===== src/hw/rtl/lbps_pkg.sv =====
// Shared types and constants for the LED and buzzer pattern sequencer.
// Holds the event kind and system mode codes, the indicator struct and the pattern timings.
// No dependencies.
package lbps_pkg;

    localparam int COUNT_WIDTH_DEF = 16;

    // Pattern timings in millisecond ticks
    localparam int BEEP_STEP  = 100;   // triple beep slot length
    localparam int TRIPLE_END = 600;
    localparam int WARN_ON    = 800;
    localparam int WARN_END   = 1000;
    localparam int KEY_ON     = 50;
    localparam int KEY_END    = 100;
    localparam int BEAT_ON    = 200;
    localparam int BEAT_END   = 3000;
    localparam int ALT_ON     = 200;
    localparam int ALT_END    = 400;
    localparam int BLINK_STEP = 50;
    localparam int BLINK_END  = 300;

    typedef enum logic [1:0] {
        KIND_TICK  = 2'd0,
        KIND_EVAL  = 2'd1,
        KIND_WRITE = 2'd2
    } lbps_kind_t;

    typedef enum logic [2:0] {
        MODE_READY   = 3'd0,
        MODE_NORMAL  = 3'd1,
        MODE_WARNING = 3'd2,
        MODE_OK      = 3'd3,
        MODE_KEY     = 3'd4
    } lbps_mode_t;

    // Indicator levels plus the system mode
    typedef struct packed {
        logic       buzzer;
        logic       led_one;
        logic       led_two;
        lbps_mode_t mode;
    } lbps_ind_t;

endpackage


===== src/hw/rtl/lbps_eval.sv =====
// Next-state logic of the sequencer: applies one request to counters, levels and mode.
// Purely combinational; depends on lbps_pkg.
module lbps_eval
    import lbps_pkg::*;
#(
    parameter int COUNT_WIDTH = COUNT_WIDTH_DEF
)
(
    input  logic [1:0]             kind,
    input  logic [2:0]             new_system_state,
    input  logic [COUNT_WIDTH-1:0] buzzer_ticks,
    input  logic [COUNT_WIDTH-1:0] led_ticks,
    input  lbps_ind_t              ind,
    output logic [COUNT_WIDTH-1:0] buzzer_ticks_next,
    output logic [COUNT_WIDTH-1:0] led_ticks_next,
    output lbps_ind_t              ind_next
);

    localparam logic [COUNT_WIDTH-1:0] CNT_MAX = {COUNT_WIDTH{1'b1}};

    function automatic logic [COUNT_WIDTH-1:0] cv(input int v);
        return COUNT_WIDTH'(v);
    endfunction

    always_comb
    begin
        logic [COUNT_WIDTH-1:0] bt;
        logic [COUNT_WIDTH-1:0] lt;
        bt = buzzer_ticks;
        lt = led_ticks;
        buzzer_ticks_next = buzzer_ticks;
        led_ticks_next    = led_ticks;
        ind_next          = ind;

        unique case (kind)
            KIND_TICK:
            begin
                // saturate at all ones
                if (buzzer_ticks != CNT_MAX)
                    buzzer_ticks_next = buzzer_ticks + COUNT_WIDTH'(1);
                if (led_ticks != CNT_MAX)
                    led_ticks_next = led_ticks + COUNT_WIDTH'(1);
            end
            KIND_EVAL:
            begin
                // LED pattern; levels hold in the gaps
                unique case (ind.mode)
                    MODE_WARNING:
                    begin
                        if (lt < cv(ALT_ON))
                        begin
                            ind_next.led_one = 1'b1;
                            ind_next.led_two = 1'b0;
                        end
                        else if (lt < cv(ALT_END))
                        begin
                            ind_next.led_one = 1'b0;
                            ind_next.led_two = 1'b1;
                        end
                        if (lt > cv(ALT_END))
                            led_ticks_next = '0;
                    end
                    MODE_OK:
                    begin
                        // first LED toggles every blink step, starting lit
                        if (lt < cv(BLINK_STEP))              ind_next.led_one = 1'b1;
                        else if (lt < cv(2 * BLINK_STEP))     ind_next.led_one = 1'b0;
                        else if (lt < cv(3 * BLINK_STEP))     ind_next.led_one = 1'b1;
                        else if (lt < cv(4 * BLINK_STEP))     ind_next.led_one = 1'b0;
                        else if (lt < cv(5 * BLINK_STEP))     ind_next.led_one = 1'b1;
                        else if (lt < cv(BLINK_END))          ind_next.led_one = 1'b0;
                        if (lt > cv(BLINK_END))
                            led_ticks_next = '0;
                    end
                    default:
                    begin
                        if (lt < cv(BEAT_ON))
                        begin
                            ind_next.led_one = 1'b1;
                            ind_next.led_two = 1'b0;
                        end
                        else if (lt < cv(BEAT_END))
                        begin
                            ind_next.led_one = 1'b0;
                            ind_next.led_two = 1'b0;
                        end
                        if (lt > cv(BEAT_END))
                            led_ticks_next = '0;
                    end
                endcase

                // buzzer pattern; a finished sequence drops back to normal
                unique case (ind.mode)
                    MODE_READY, MODE_OK:
                    begin
                        if (bt < cv(BEEP_STEP))           ind_next.buzzer = 1'b1;
                        else if (bt < cv(2 * BEEP_STEP))  ind_next.buzzer = 1'b0;
                        else if (bt < cv(3 * BEEP_STEP))  ind_next.buzzer = 1'b1;
                        else if (bt < cv(4 * BEEP_STEP))  ind_next.buzzer = 1'b0;
                        else if (bt < cv(5 * BEEP_STEP))  ind_next.buzzer = 1'b1;
                        else if (bt < cv(TRIPLE_END))     ind_next.buzzer = 1'b0;
                        if (bt > cv(TRIPLE_END))
                            ind_next.mode = MODE_NORMAL;
                    end
                    MODE_WARNING:
                    begin
                        if (bt < cv(WARN_ON))
                            ind_next.buzzer = 1'b1;
                        else if (bt < cv(WARN_END))
                            ind_next.buzzer = 1'b0;
                        if (bt > cv(WARN_END))
                            ind_next.mode = MODE_NORMAL;
                    end
                    MODE_KEY:
                    begin
                        if (bt < cv(KEY_ON))
                            ind_next.buzzer = 1'b1;
                        else if (bt < cv(KEY_END))
                            ind_next.buzzer = 1'b0;
                        if (bt > cv(KEY_END))
                            ind_next.mode = MODE_NORMAL;
                    end
                    default:
                    begin
                        // normal: silence and restart the buzzer count
                        ind_next.buzzer   = 1'b0;
                        buzzer_ticks_next = '0;
                    end
                endcase
            end
            KIND_WRITE:
            begin
                // unknown codes leave the mode alone
                if (new_system_state <= MODE_KEY)
                    ind_next.mode = lbps_mode_t'(new_system_state);
            end
            default:
            begin
                // unused kind: no change
            end
        endcase
    end

endmodule


===== src/hw/rtl/led_buzzer_pattern_sequencer_unit.sv =====
// Top level of the LED and buzzer pattern sequencer: request and result registers,
// sequencer state. Depends on lbps_pkg and lbps_eval.
//
// Each request is a millisecond tick, an evaluate step or a write of the system
// state, and gives exactly one result: the buzzer and LED levels and the system
// state as they stand after the request. A request is registered when taken; from
// the request register lbps_eval applies it to the sequencer state, and the result
// register loads at the same edge as the state once the result slot is free, so the
// result passes through the request register and then the result register.
// One request is taken every cycle; the only thing that can hold the
// request side is a full result register whose result is stalled downstream.
// Tick counters are COUNT_WIDTH bits wide and saturate.
module led_buzzer_pattern_sequencer_unit
    import lbps_pkg::*;
#(
    parameter int COUNT_WIDTH = COUNT_WIDTH_DEF
)
(
    input  logic       clk,
    input  logic       rst_n,
    input  logic       req_valid,
    output logic       req_stall,
    input  logic [1:0] kind,
    input  logic [2:0] new_system_state,
    output logic       rsp_valid,
    input  logic       rsp_stall,
    output logic       buzzer_on,
    output logic       led_one_on,
    output logic       led_two_on,
    output logic [2:0] system_state_now
);

    // request register
    logic       req_vld_reg;
    logic [1:0] kind_reg;
    logic [2:0] new_state_reg;

    // sequencer state
    logic [COUNT_WIDTH-1:0] buzzer_ticks_reg;
    logic [COUNT_WIDTH-1:0] led_ticks_reg;
    logic [COUNT_WIDTH-1:0] buzzer_ticks_next;
    logic [COUNT_WIDTH-1:0] led_ticks_next;
    lbps_ind_t              ind_reg;
    lbps_ind_t              ind_next;

    // result register
    logic      rsp_vld_reg;
    lbps_ind_t rsp_reg;

    logic rsp_free;
    logic apply;

    // result slot frees when empty or being taken
    assign rsp_free  = !rsp_vld_reg || !rsp_stall;
    assign apply     = req_vld_reg && rsp_free;
    assign req_stall = req_vld_reg && !rsp_free;

    lbps_eval #(
        .COUNT_WIDTH (COUNT_WIDTH)
    ) u_eval (
        .kind              (kind_reg),
        .new_system_state  (new_state_reg),
        .buzzer_ticks      (buzzer_ticks_reg),
        .led_ticks         (led_ticks_reg),
        .ind               (ind_reg),
        .buzzer_ticks_next (buzzer_ticks_next),
        .led_ticks_next    (led_ticks_next),
        .ind_next          (ind_next)
    );

    // Hold the request while its result cannot be written; otherwise take the next one.
    always_ff @(posedge clk or negedge rst_n)
    begin
        if (!rst_n)
            req_vld_reg <= 1'b0;
        else if (!req_stall)
            req_vld_reg <= req_valid;
    end

    always_ff @(posedge clk)
    begin
        if (!req_stall && req_valid)
        begin
            kind_reg      <= kind;
            new_state_reg <= new_system_state;
        end
    end

    // Advance the sequencer state only when the request is applied.
    always_ff @(posedge clk or negedge rst_n)
    begin
        if (!rst_n)
        begin
            buzzer_ticks_reg <= '0;
            led_ticks_reg    <= '0;
            ind_reg          <= '{buzzer: 1'b0, led_one: 1'b0, led_two: 1'b0,
                                  mode: MODE_NORMAL};
        end
        else if (apply)
        begin
            buzzer_ticks_reg <= buzzer_ticks_next;
            led_ticks_reg    <= led_ticks_next;
            ind_reg          <= ind_next;
        end
    end

    // Load the result when applied; drop valid once taken.
    always_ff @(posedge clk or negedge rst_n)
    begin
        if (!rst_n)
            rsp_vld_reg <= 1'b0;
        else if (rsp_free)
            rsp_vld_reg <= apply;
    end

    always_ff @(posedge clk)
    begin
        if (apply)
            rsp_reg <= ind_next;
    end

    assign rsp_valid        = rsp_vld_reg;
    assign buzzer_on        = rsp_reg.buzzer;
    assign led_one_on       = rsp_reg.led_one;
    assign led_two_on       = rsp_reg.led_two;
    assign system_state_now = rsp_reg.mode;

endmodule

===== config.mk =====
export PLATFORM = sky130hd
export DESIGN_NAME = led_buzzer_pattern_sequencer_unit
export DESIGN_NICKNAME = d
export VERILOG_FILES = /design/src/hw/rtl/lbps_pkg.sv /design/src/hw/rtl/lbps_eval.sv /design/src/hw/rtl/led_buzzer_pattern_sequencer_unit.sv
export SDC_FILE = /design/constraint.sdc
export NUM_CORES = 1
export LEC_CHECK = 0
export BUFFER_PORTS_ARGS = -buffer_cell sky130_fd_sc_hd__buf_2
export CORE_MARGIN = 2
export CORE_UTILIZATION = 65
export DETAILED_ROUTE_END_ITERATION = 8
export GPL_TIMING_DRIVEN = 1
export PLACE_DENSITY_LB_ADDON = 0.12
export SETUP_SLACK_MARGIN = 0.4
export SYNTH_ARGS = -nofsm -noshare
export SYNTH_HDL_FRONTEND = slang
export SYNTH_HIERARCHICAL = 1
export SYNTH_SLANG_ARGS = --single-unit

===== constraint.sdc =====
create_clock -name clk -period 3.37 [get_ports clk]
set_input_delay 0.1685 -clock clk [delete_from_list [all_inputs] [get_ports clk]]
set_output_delay 0.1685 -clock clk [all_outputs]
set_load 0.02 [all_outputs]

==> results of run 1 <==
[worst max path at each step]
| stage | endpoint | slack, ns |
|---|---|---|
| 4_1_cts | led_ticks_reg[9] | 0.50 |
| 5_1_grt | led_ticks_reg[14] | 0.54 |
| 6_report | ind_reg[5] | 0.78 |
| 3_5_place_dp | led_ticks_reg[9] | 0.52 |
| 2_1_floorplan | led_ticks_reg[14] | 1.18 |
| 3_3_place_gp | led_ticks_reg[9] | 0.70 |
[cells by family after synthesis]
kind of cell	synth area share
AND/OR/NAND/NOR	0.2051
AO/OA/AOI/OAI	0.2424
flip-flops	0.3419
buffers and inverters	0.05971
multiplexers	0.1262
adder cells (fa/ha/maj)	0.02247
XOR/XNOR	0.002248
[placed cells by master, fill, tap and decap left out, types with 3 or more instances in the layout]
cell type and count:
sky130_fd_sc_hd__a21o_1 8, sky130_fd_sc_hd__a21oi_1 24, sky130_fd_sc_hd__a22o_1 3, sky130_fd_sc_hd__a31o_2 3, sky130_fd_sc_hd__a31oi_1 23, sky130_fd_sc_hd__a32oi_1 3, sky130_fd_sc_hd__a41oi_1 5, sky130_fd_sc_hd__and2_1 4
sky130_fd_sc_hd__and3_1 5, sky130_fd_sc_hd__and4_1 4, sky130_fd_sc_hd__buf_2 16, sky130_fd_sc_hd__buf_4 4, sky130_fd_sc_hd__clkbuf_8 5, sky130_fd_sc_hd__dfrtp_1 39, sky130_fd_sc_hd__edfxtp_1 11, sky130_fd_sc_hd__ha_1 7
sky130_fd_sc_hd__inv_1 17, sky130_fd_sc_hd__mux2_2 29, sky130_fd_sc_hd__mux2_4 9, sky130_fd_sc_hd__mux2i_1 3, sky130_fd_sc_hd__nand2_1 48, sky130_fd_sc_hd__nand2b_1 6, sky130_fd_sc_hd__nand3_1 15, sky130_fd_sc_hd__nand3b_1 3
sky130_fd_sc_hd__nand4_1 8, sky130_fd_sc_hd__nor2_1 22, sky130_fd_sc_hd__nor2b_1 5, sky130_fd_sc_hd__nor3_1 9, sky130_fd_sc_hd__nor3b_1 3, sky130_fd_sc_hd__nor4_1 3, sky130_fd_sc_hd__nor4b_1 3, sky130_fd_sc_hd__o211ai_1 6
sky130_fd_sc_hd__o21ai_0 23, sky130_fd_sc_hd__o311ai_0 4, sky130_fd_sc_hd__o31ai_1 8
[where the power goes]
part / switching (mW) / internal [mW]
Combinational: 0.243 / 0.214
Clock: 0.199 / 0.143
Sequential: 0.156 / 0.705
Total: 0.598 / 1.06
[per-stage QoR]
| step | cells | instance area [um2] | hold slack (ns) |
|---|---|---|---|
| detailed placement | 502 | 3940 | 0.3466 |
| floorplan | 440 | 3897 | -0.1271 |
| global placement | 502 | 3940 | 0.3447 |
| CTS | 510 | 4021 | 0.01874 |
| global route | 510 | 4030 | 0.01454 |
| finish | 510 | 4030 | -0.004913 |
[final cells by class]
class | instances | area share
multi-input cells | 339 | 0.5827
clock inverters | 2 | 0.002173
repair buffers | 20 | 0.02732
inverters | 17 | 0.01583
flip-flops and latches | 51 | 0.3306
well taps | 75 | 0.02328
clock buffers | 6 | 0.01801
[Yosys cell counts (4+ instances only)]
cell type / number / share of area
sky130_fd_sc_hd__o311ai_0: 4 / 0.0090
sky130_fd_sc_hd__and2_1: 4 / 0.0064
sky130_fd_sc_hd__nor2b_1: 5 / 0.0080
sky130_fd_sc_hd__o21ai_0: 23 / 0.030
sky130_fd_sc_hd__nand4_1: 8 / 0.013
sky130_fd_sc_hd__edfxtp_1: 11 / 0.085
sky130_fd_sc_hd__nor2_1: 22 / 0.021
sky130_fd_sc_hd__clkbuf_1: 25 / 0.024
sky130_fd_sc_hd__and3_1: 5 / 0.0080
sky130_fd_sc_hd__o211ai_1: 6 / 0.012
sky130_fd_sc_hd__dfrtp_1: 39 / 0.25
sky130_fd_sc_hd__a31oi_1: 23 / 0.037
sky130_fd_sc_hd__nand2_1: 48 / 0.046
sky130_fd_sc_hd__inv_1: 17 / 0.016
sky130_fd_sc_hd__and4_1: 4 / 0.0090
sky130_fd_sc_hd__mux2_4: 9 / 0.035
sky130_fd_sc_hd__nand2b_1: 6 / 0.0096
sky130_fd_sc_hd__o31ai_1: 8 / 0.015
sky130_fd_sc_hd__mux2_2: 29 / 0.084
sky130_fd_sc_hd__nor3_1: 10 / 0.013
sky130_fd_sc_hd__a21o_1: 8 / 0.015
sky130_fd_sc_hd__a41oi_1: 5 / 0.011
sky130_fd_sc_hd__nand3_1: 15 / 0.019
sky130_fd_sc_hd__ha_1: 7 / 0.022
sky130_fd_sc_hd__a21oi_1: 25 / 0.032
[timing repair]
item / 4_1_cts / 5_1_grt
endpoints found under the setup margin: 0 / 11
hold buffers: 0 / 0
resized for setup: 0 / 2
[layer usage]
layer / global-route usage / part of all wire / routed length, um / vias up
met3: 0.05165 / 0.068 / 586 / 22
met5: 0 / 0 / 0 / -
li1: - / - / - / 1662
met1: 0.3982 / 0.47 / 4083 / 1665
met2: 0.3992 / 0.44 / 3790 / 153
met4: 0.1017 / 0.019 / 165 / 0
==> reports/metrics.csv, run 1 <==
metric,value,unit
hp-class,input port to asynchronous set/reset pin,
crit_fanout,8,
via_count_of_the_first_global_routing_pass,3049,
count_of_flip_flops_with_a_built_in_enable_after_synthesis,11,
global_route_wire_length_before_repair,14.31,mm
worst-slew-pin-transition,0.9272,ns
finish.net_count,450,
fp.dieH,81.44,um
cts_post_setup_buffers_inserted,0,
clk_transition_reported_paths,0.09,ns
synth.distinct_cells,66,
remaining_drc_errors,0,
worst_setup_path_start_kind,flop,
port-buffer-count,16,
worst_ir_drop_vdd,0.3314,mV
worst_r2r_endpoint,ind_reg[5],
setup_repair_after_global_routing_missed_its_margin,no,
sequential_element_share_of_the_synthesized_area,0.3419,
timing.clock.skew,0.008498,ns
synthFlopType,sky130_fd_sc_hd__dfrtp_1,
worst_ep_required_time,3.57,ns
cp_num_cells,6,
cts_tree,built,
worst-r2r-cell-count,6,
grt_max_degree,45,
mappedNetlistArea,3897,um2
htreeDepth,2,
cts_max_path_buffers,2,
global_route.usage.total,0.2724,
post_route_worst_setup_slack,0.7777,ns
critical-path-max-stage-delay,0.57,ns
crit_type,flop to flop,
fill_cells,455,
gp_congestion,0.9042,
dr.pass1.iters,5,
synth.ff_latch_count,51,
critical_path_arrival,2.79,ns
max_freq,385.8,MHz
min_period_over_period,0.7692,
run_status,finished with violations,
placement.setup.worst_slack,0.5228,ns
violations,hold timing,
multi_input_area,2349,um2
area_growth_syn_to_layout,3.403,%
crit_path_launch,buzzer_ticks_reg[12],
finalHoldViolations,11,
route.antenna.remaining_nets,0,
clk-insertion-delay-late,0.30,ns
num_io_pins,17,
post-route-util,0.6888,
critical-path-top-delay-family,simple AND/OR/NAND/NOR gates,
power,1.661,mW
global_route_overflow,0,
rr_startpoint,buzzer_ticks_reg[12],
power.static_leakage,1.637,nW
pwr_density_cell,412.1,nW/um2
synth_async_sr_flop_share,0.7843,
cp_num_buf_inv,0,
timing.final.setup_violations,0,
std_cell_rows,28,
dpl.hpwl,5.742,mm
floorplan.initialDensity,0.6662,
route.final.wire_length,8.626,mm
die-area,6632,um2
final-max-slew-violation-count,0,
worst_slew_margin_rel,0.3819,
final.min_clock_period,2.592,ns
total_vias_in_the_final_route,3502,
clock-root-buffer,sky130_fd_sc_hd__clkbuf_8,
chipWidth,81.44,um
drive_gt1_frac,0.1908,
setup-tns-final,0,ns
ff_latch_area,1333,um2
postSynthNetCount,456,
cp_max_stage_cell,sky130_fd_sc_hd__a2111oi_0,
core-area,5851,um2
syn_inst,440,
grt_antenna_before_repair,0,
post_synth.cell_area_avg,8.858,um2
insertedDiodeCount,0,
wl_per_cell,16.91,um
drt-initial-drc-count,335,
cp-end-kind,flop,
holdWs,-0.004913,ns
reported_max_cap_violation_count,0,
r2r_setup_slack,0.78,ns
vias_per_cell,6.867,
yosys_warnings,6,
clock_sinks,51,
cp_cell_sequence,or4_1 > nor3_2 > o21ai_1 > a2111oi_0 > o2bb2ai_1 > mux2_2,
clock_buffers_created_by_tritoncts,5,
No activity file was read; power rests on OpenSTA's default activity.
==> inputs of run 2 (changes only) <==
CORE_UTILIZATION = 63   (was 65)
clock period = 2.5 ns   (was 3.37 ns; I/O delays follow)
==> reports/metrics.csv, run 2 (synthesized netlist as in run 1, its figures left out) <==
metric,value,unit
total_vias_in_the_final_route,3916,
die-area,6832,um2
route.final.wire_length,11.16,mm
post_route_worst_setup_slack,0.2118,ns
timing.clock.skew,0.007098,ns
final-max-slew-violation-count,0,
htreeDepth,2,
holdWs,0.01710,ns
area_growth_syn_to_layout,23.37,%
wl_per_cell,19.58,um
min_period_over_period,0.9153,
clk_transition_reported_paths,0.09,ns
layout.cells.most_common_list,"sky130_fd_sc_hd__buf_4, sky130_fd_sc_hd__nand2_1, sky130_fd_sc_hd__dfrtp_1, sky130_fd_sc_hd__mux2_2",
global_route_overflow,0,
cts_max_path_buffers,2,
global_route.usage.total,0.3037,
remaining_drc_errors,0,
via_count_of_the_first_global_routing_pass,3341,
power.static_leakage,1.990,nW
insertedDiodeCount,0,
gp_congestion,0.8894,
worst_ep_required_time,2.75,ns
worst_setup_path_start_kind,flop,
dr.pass1.iters,5,
worst_ir_drop_vdd,0.4887,mV
route.antenna.remaining_nets,0,
run_status,"complete, no violations",
port-buffer-count,16,
hp-class,input port to flop,
dp.cells,526,
pwr_density_cell,541.9,nW/um2
crit_fanout,6,
setup_repair_after_global_routing_missed_its_margin,yes,
clk-insertion-delay-late,0.31,ns
chipWidth,82.66,um
cts_tree,built,
post-route-util,0.8074,
dpl.hpwl,6.484,mm
global_route_wire_length_before_repair,16.04,mm
cp-end-kind,flop,
grt_max_degree,45,
finalHoldViolations,0,
finish.net_count,510,
final_cell_count_no_fill,570,
crit_type,flop to flop,
drt-initial-drc-count,325,
mostFrequentLayoutCell,sky130_fd_sc_hd__buf_4,
clock_buffers_created_by_tritoncts,5,
core-area,5956,um2
final.min_clock_period,2.288,ns
critical_path_arrival,2.54,ns
floorplan.initialDensity,0.6544,
std_cell_rows,28,
reported_max_cap_violation_count,0,
clock-root-buffer,sky130_fd_sc_hd__clkbuf_8,
setup-tns-final,0,ns
placement.setup.worst_slack,0.07704,ns
vias_per_cell,6.870,
clock_sinks,51,
max_freq,437.0,MHz
timing.final.setup_violations,0,
worst_slew_margin_rel,0.3864,
num_io_pins,17,
grt_antenna_before_repair,0,
worst-slew-pin-transition,0.9205,ns
fp.dieH,82.66,um
drive_gt1_frac,0.3697,
run 2: cell types whose count changed in the layout (fill, tap and decap cells not counted), sizes merged:
cell	delta
buf	+52
dlygate4sd3	+6
o21ai	+1
clkbuf	+1
run 2: worst paths after layout:
kind / from / end / slack [ns] / cells after the start
max in group asynchronous: rst_n / buzzer_ticks_reg[7] / 1.37 / 2
min in group asynchronous: rst_n / led_ticks_reg[12] / 0.48 / 2
min reg2reg: req_vld_reg / rsp_valid / 0.50 / 1
min: req_valid / req_vld_reg / 0.02 / 2
max: led_ticks_reg[12] / led_ticks_reg[10] / 0.21 / 6
max reg2reg: led_ticks_reg[12] / led_ticks_reg[10] / 0.21 / 6
run 2: metal layers:
metal	wire [um]	global-route usage	vias to the layer above	share of wire
li1	-	-	1780	-
met3	732	0.03696	34	0.066
met5	0	0	-	0
met4	312	0.08197	0	0.028
met1	4380	0.3909	1906	0.39
met2	5736	0.5379	196	0.51
run 2: critical path: stages (launching register included):
cell and delay [ns]:
sky130_fd_sc_hd__dfrtp_2 0.45, sky130_fd_sc_hd__or4_4 0.53, sky130_fd_sc_hd__or4_4 0.46, sky130_fd_sc_hd__a21oi_4 0.25, sky130_fd_sc_hd__o21ai_4 0.13, sky130_fd_sc_hd__a31oi_1 0.23, sky130_fd_sc_hd__mux2_2 0.19
run 2: layout make-up:
type | count | area, um2
clock buffer | 6 | 72.57
clock inverter | 2 | 7.507
fill | 372 | 1147
inverter | 17 | 63.81
multi-input combinational | 340 | 2648
sequential | 51 | 1346
tap | 75 | 93.84
timing repair buffer | 79 | 576.8
run 2: metrics by stage:
step / instance area, um2 / total power, mW
finish: 4808 / 2.606
global route: 4808 / 2.726
CTS: 4462 / 2.433
detailed placement: 4141 / 1.887
global placement: 4141 / 1.858
floorplan: 3920 / 1.652
run 2: what timing repair did:
| item | in CTS | in global routing |
|---|---|---|
| endpoints found under the setup margin | 36 | 40 |
| setup buffers | 7 | 22 |
| resized for setup | 29 | 43 |
| pin swaps | 9 | 20 |
| cloned | 1 | 0 |
| hold buffers | 6 | 0 |
| hold endpoints to repair | 43 | 0 |
run 2: power breakdown:
group | internal (mW) | switching [mW] | leakage [nW] | total [mW]
registers | 0.955 | 0.151 | 0.617 | 1.11
clock network | 0.192 | 0.284 | 0.0403 | 0.476
logic | 0.476 | 0.548 | 1.33 | 1.02
total | 1.62 | 0.983 | 1.99 | 2.61
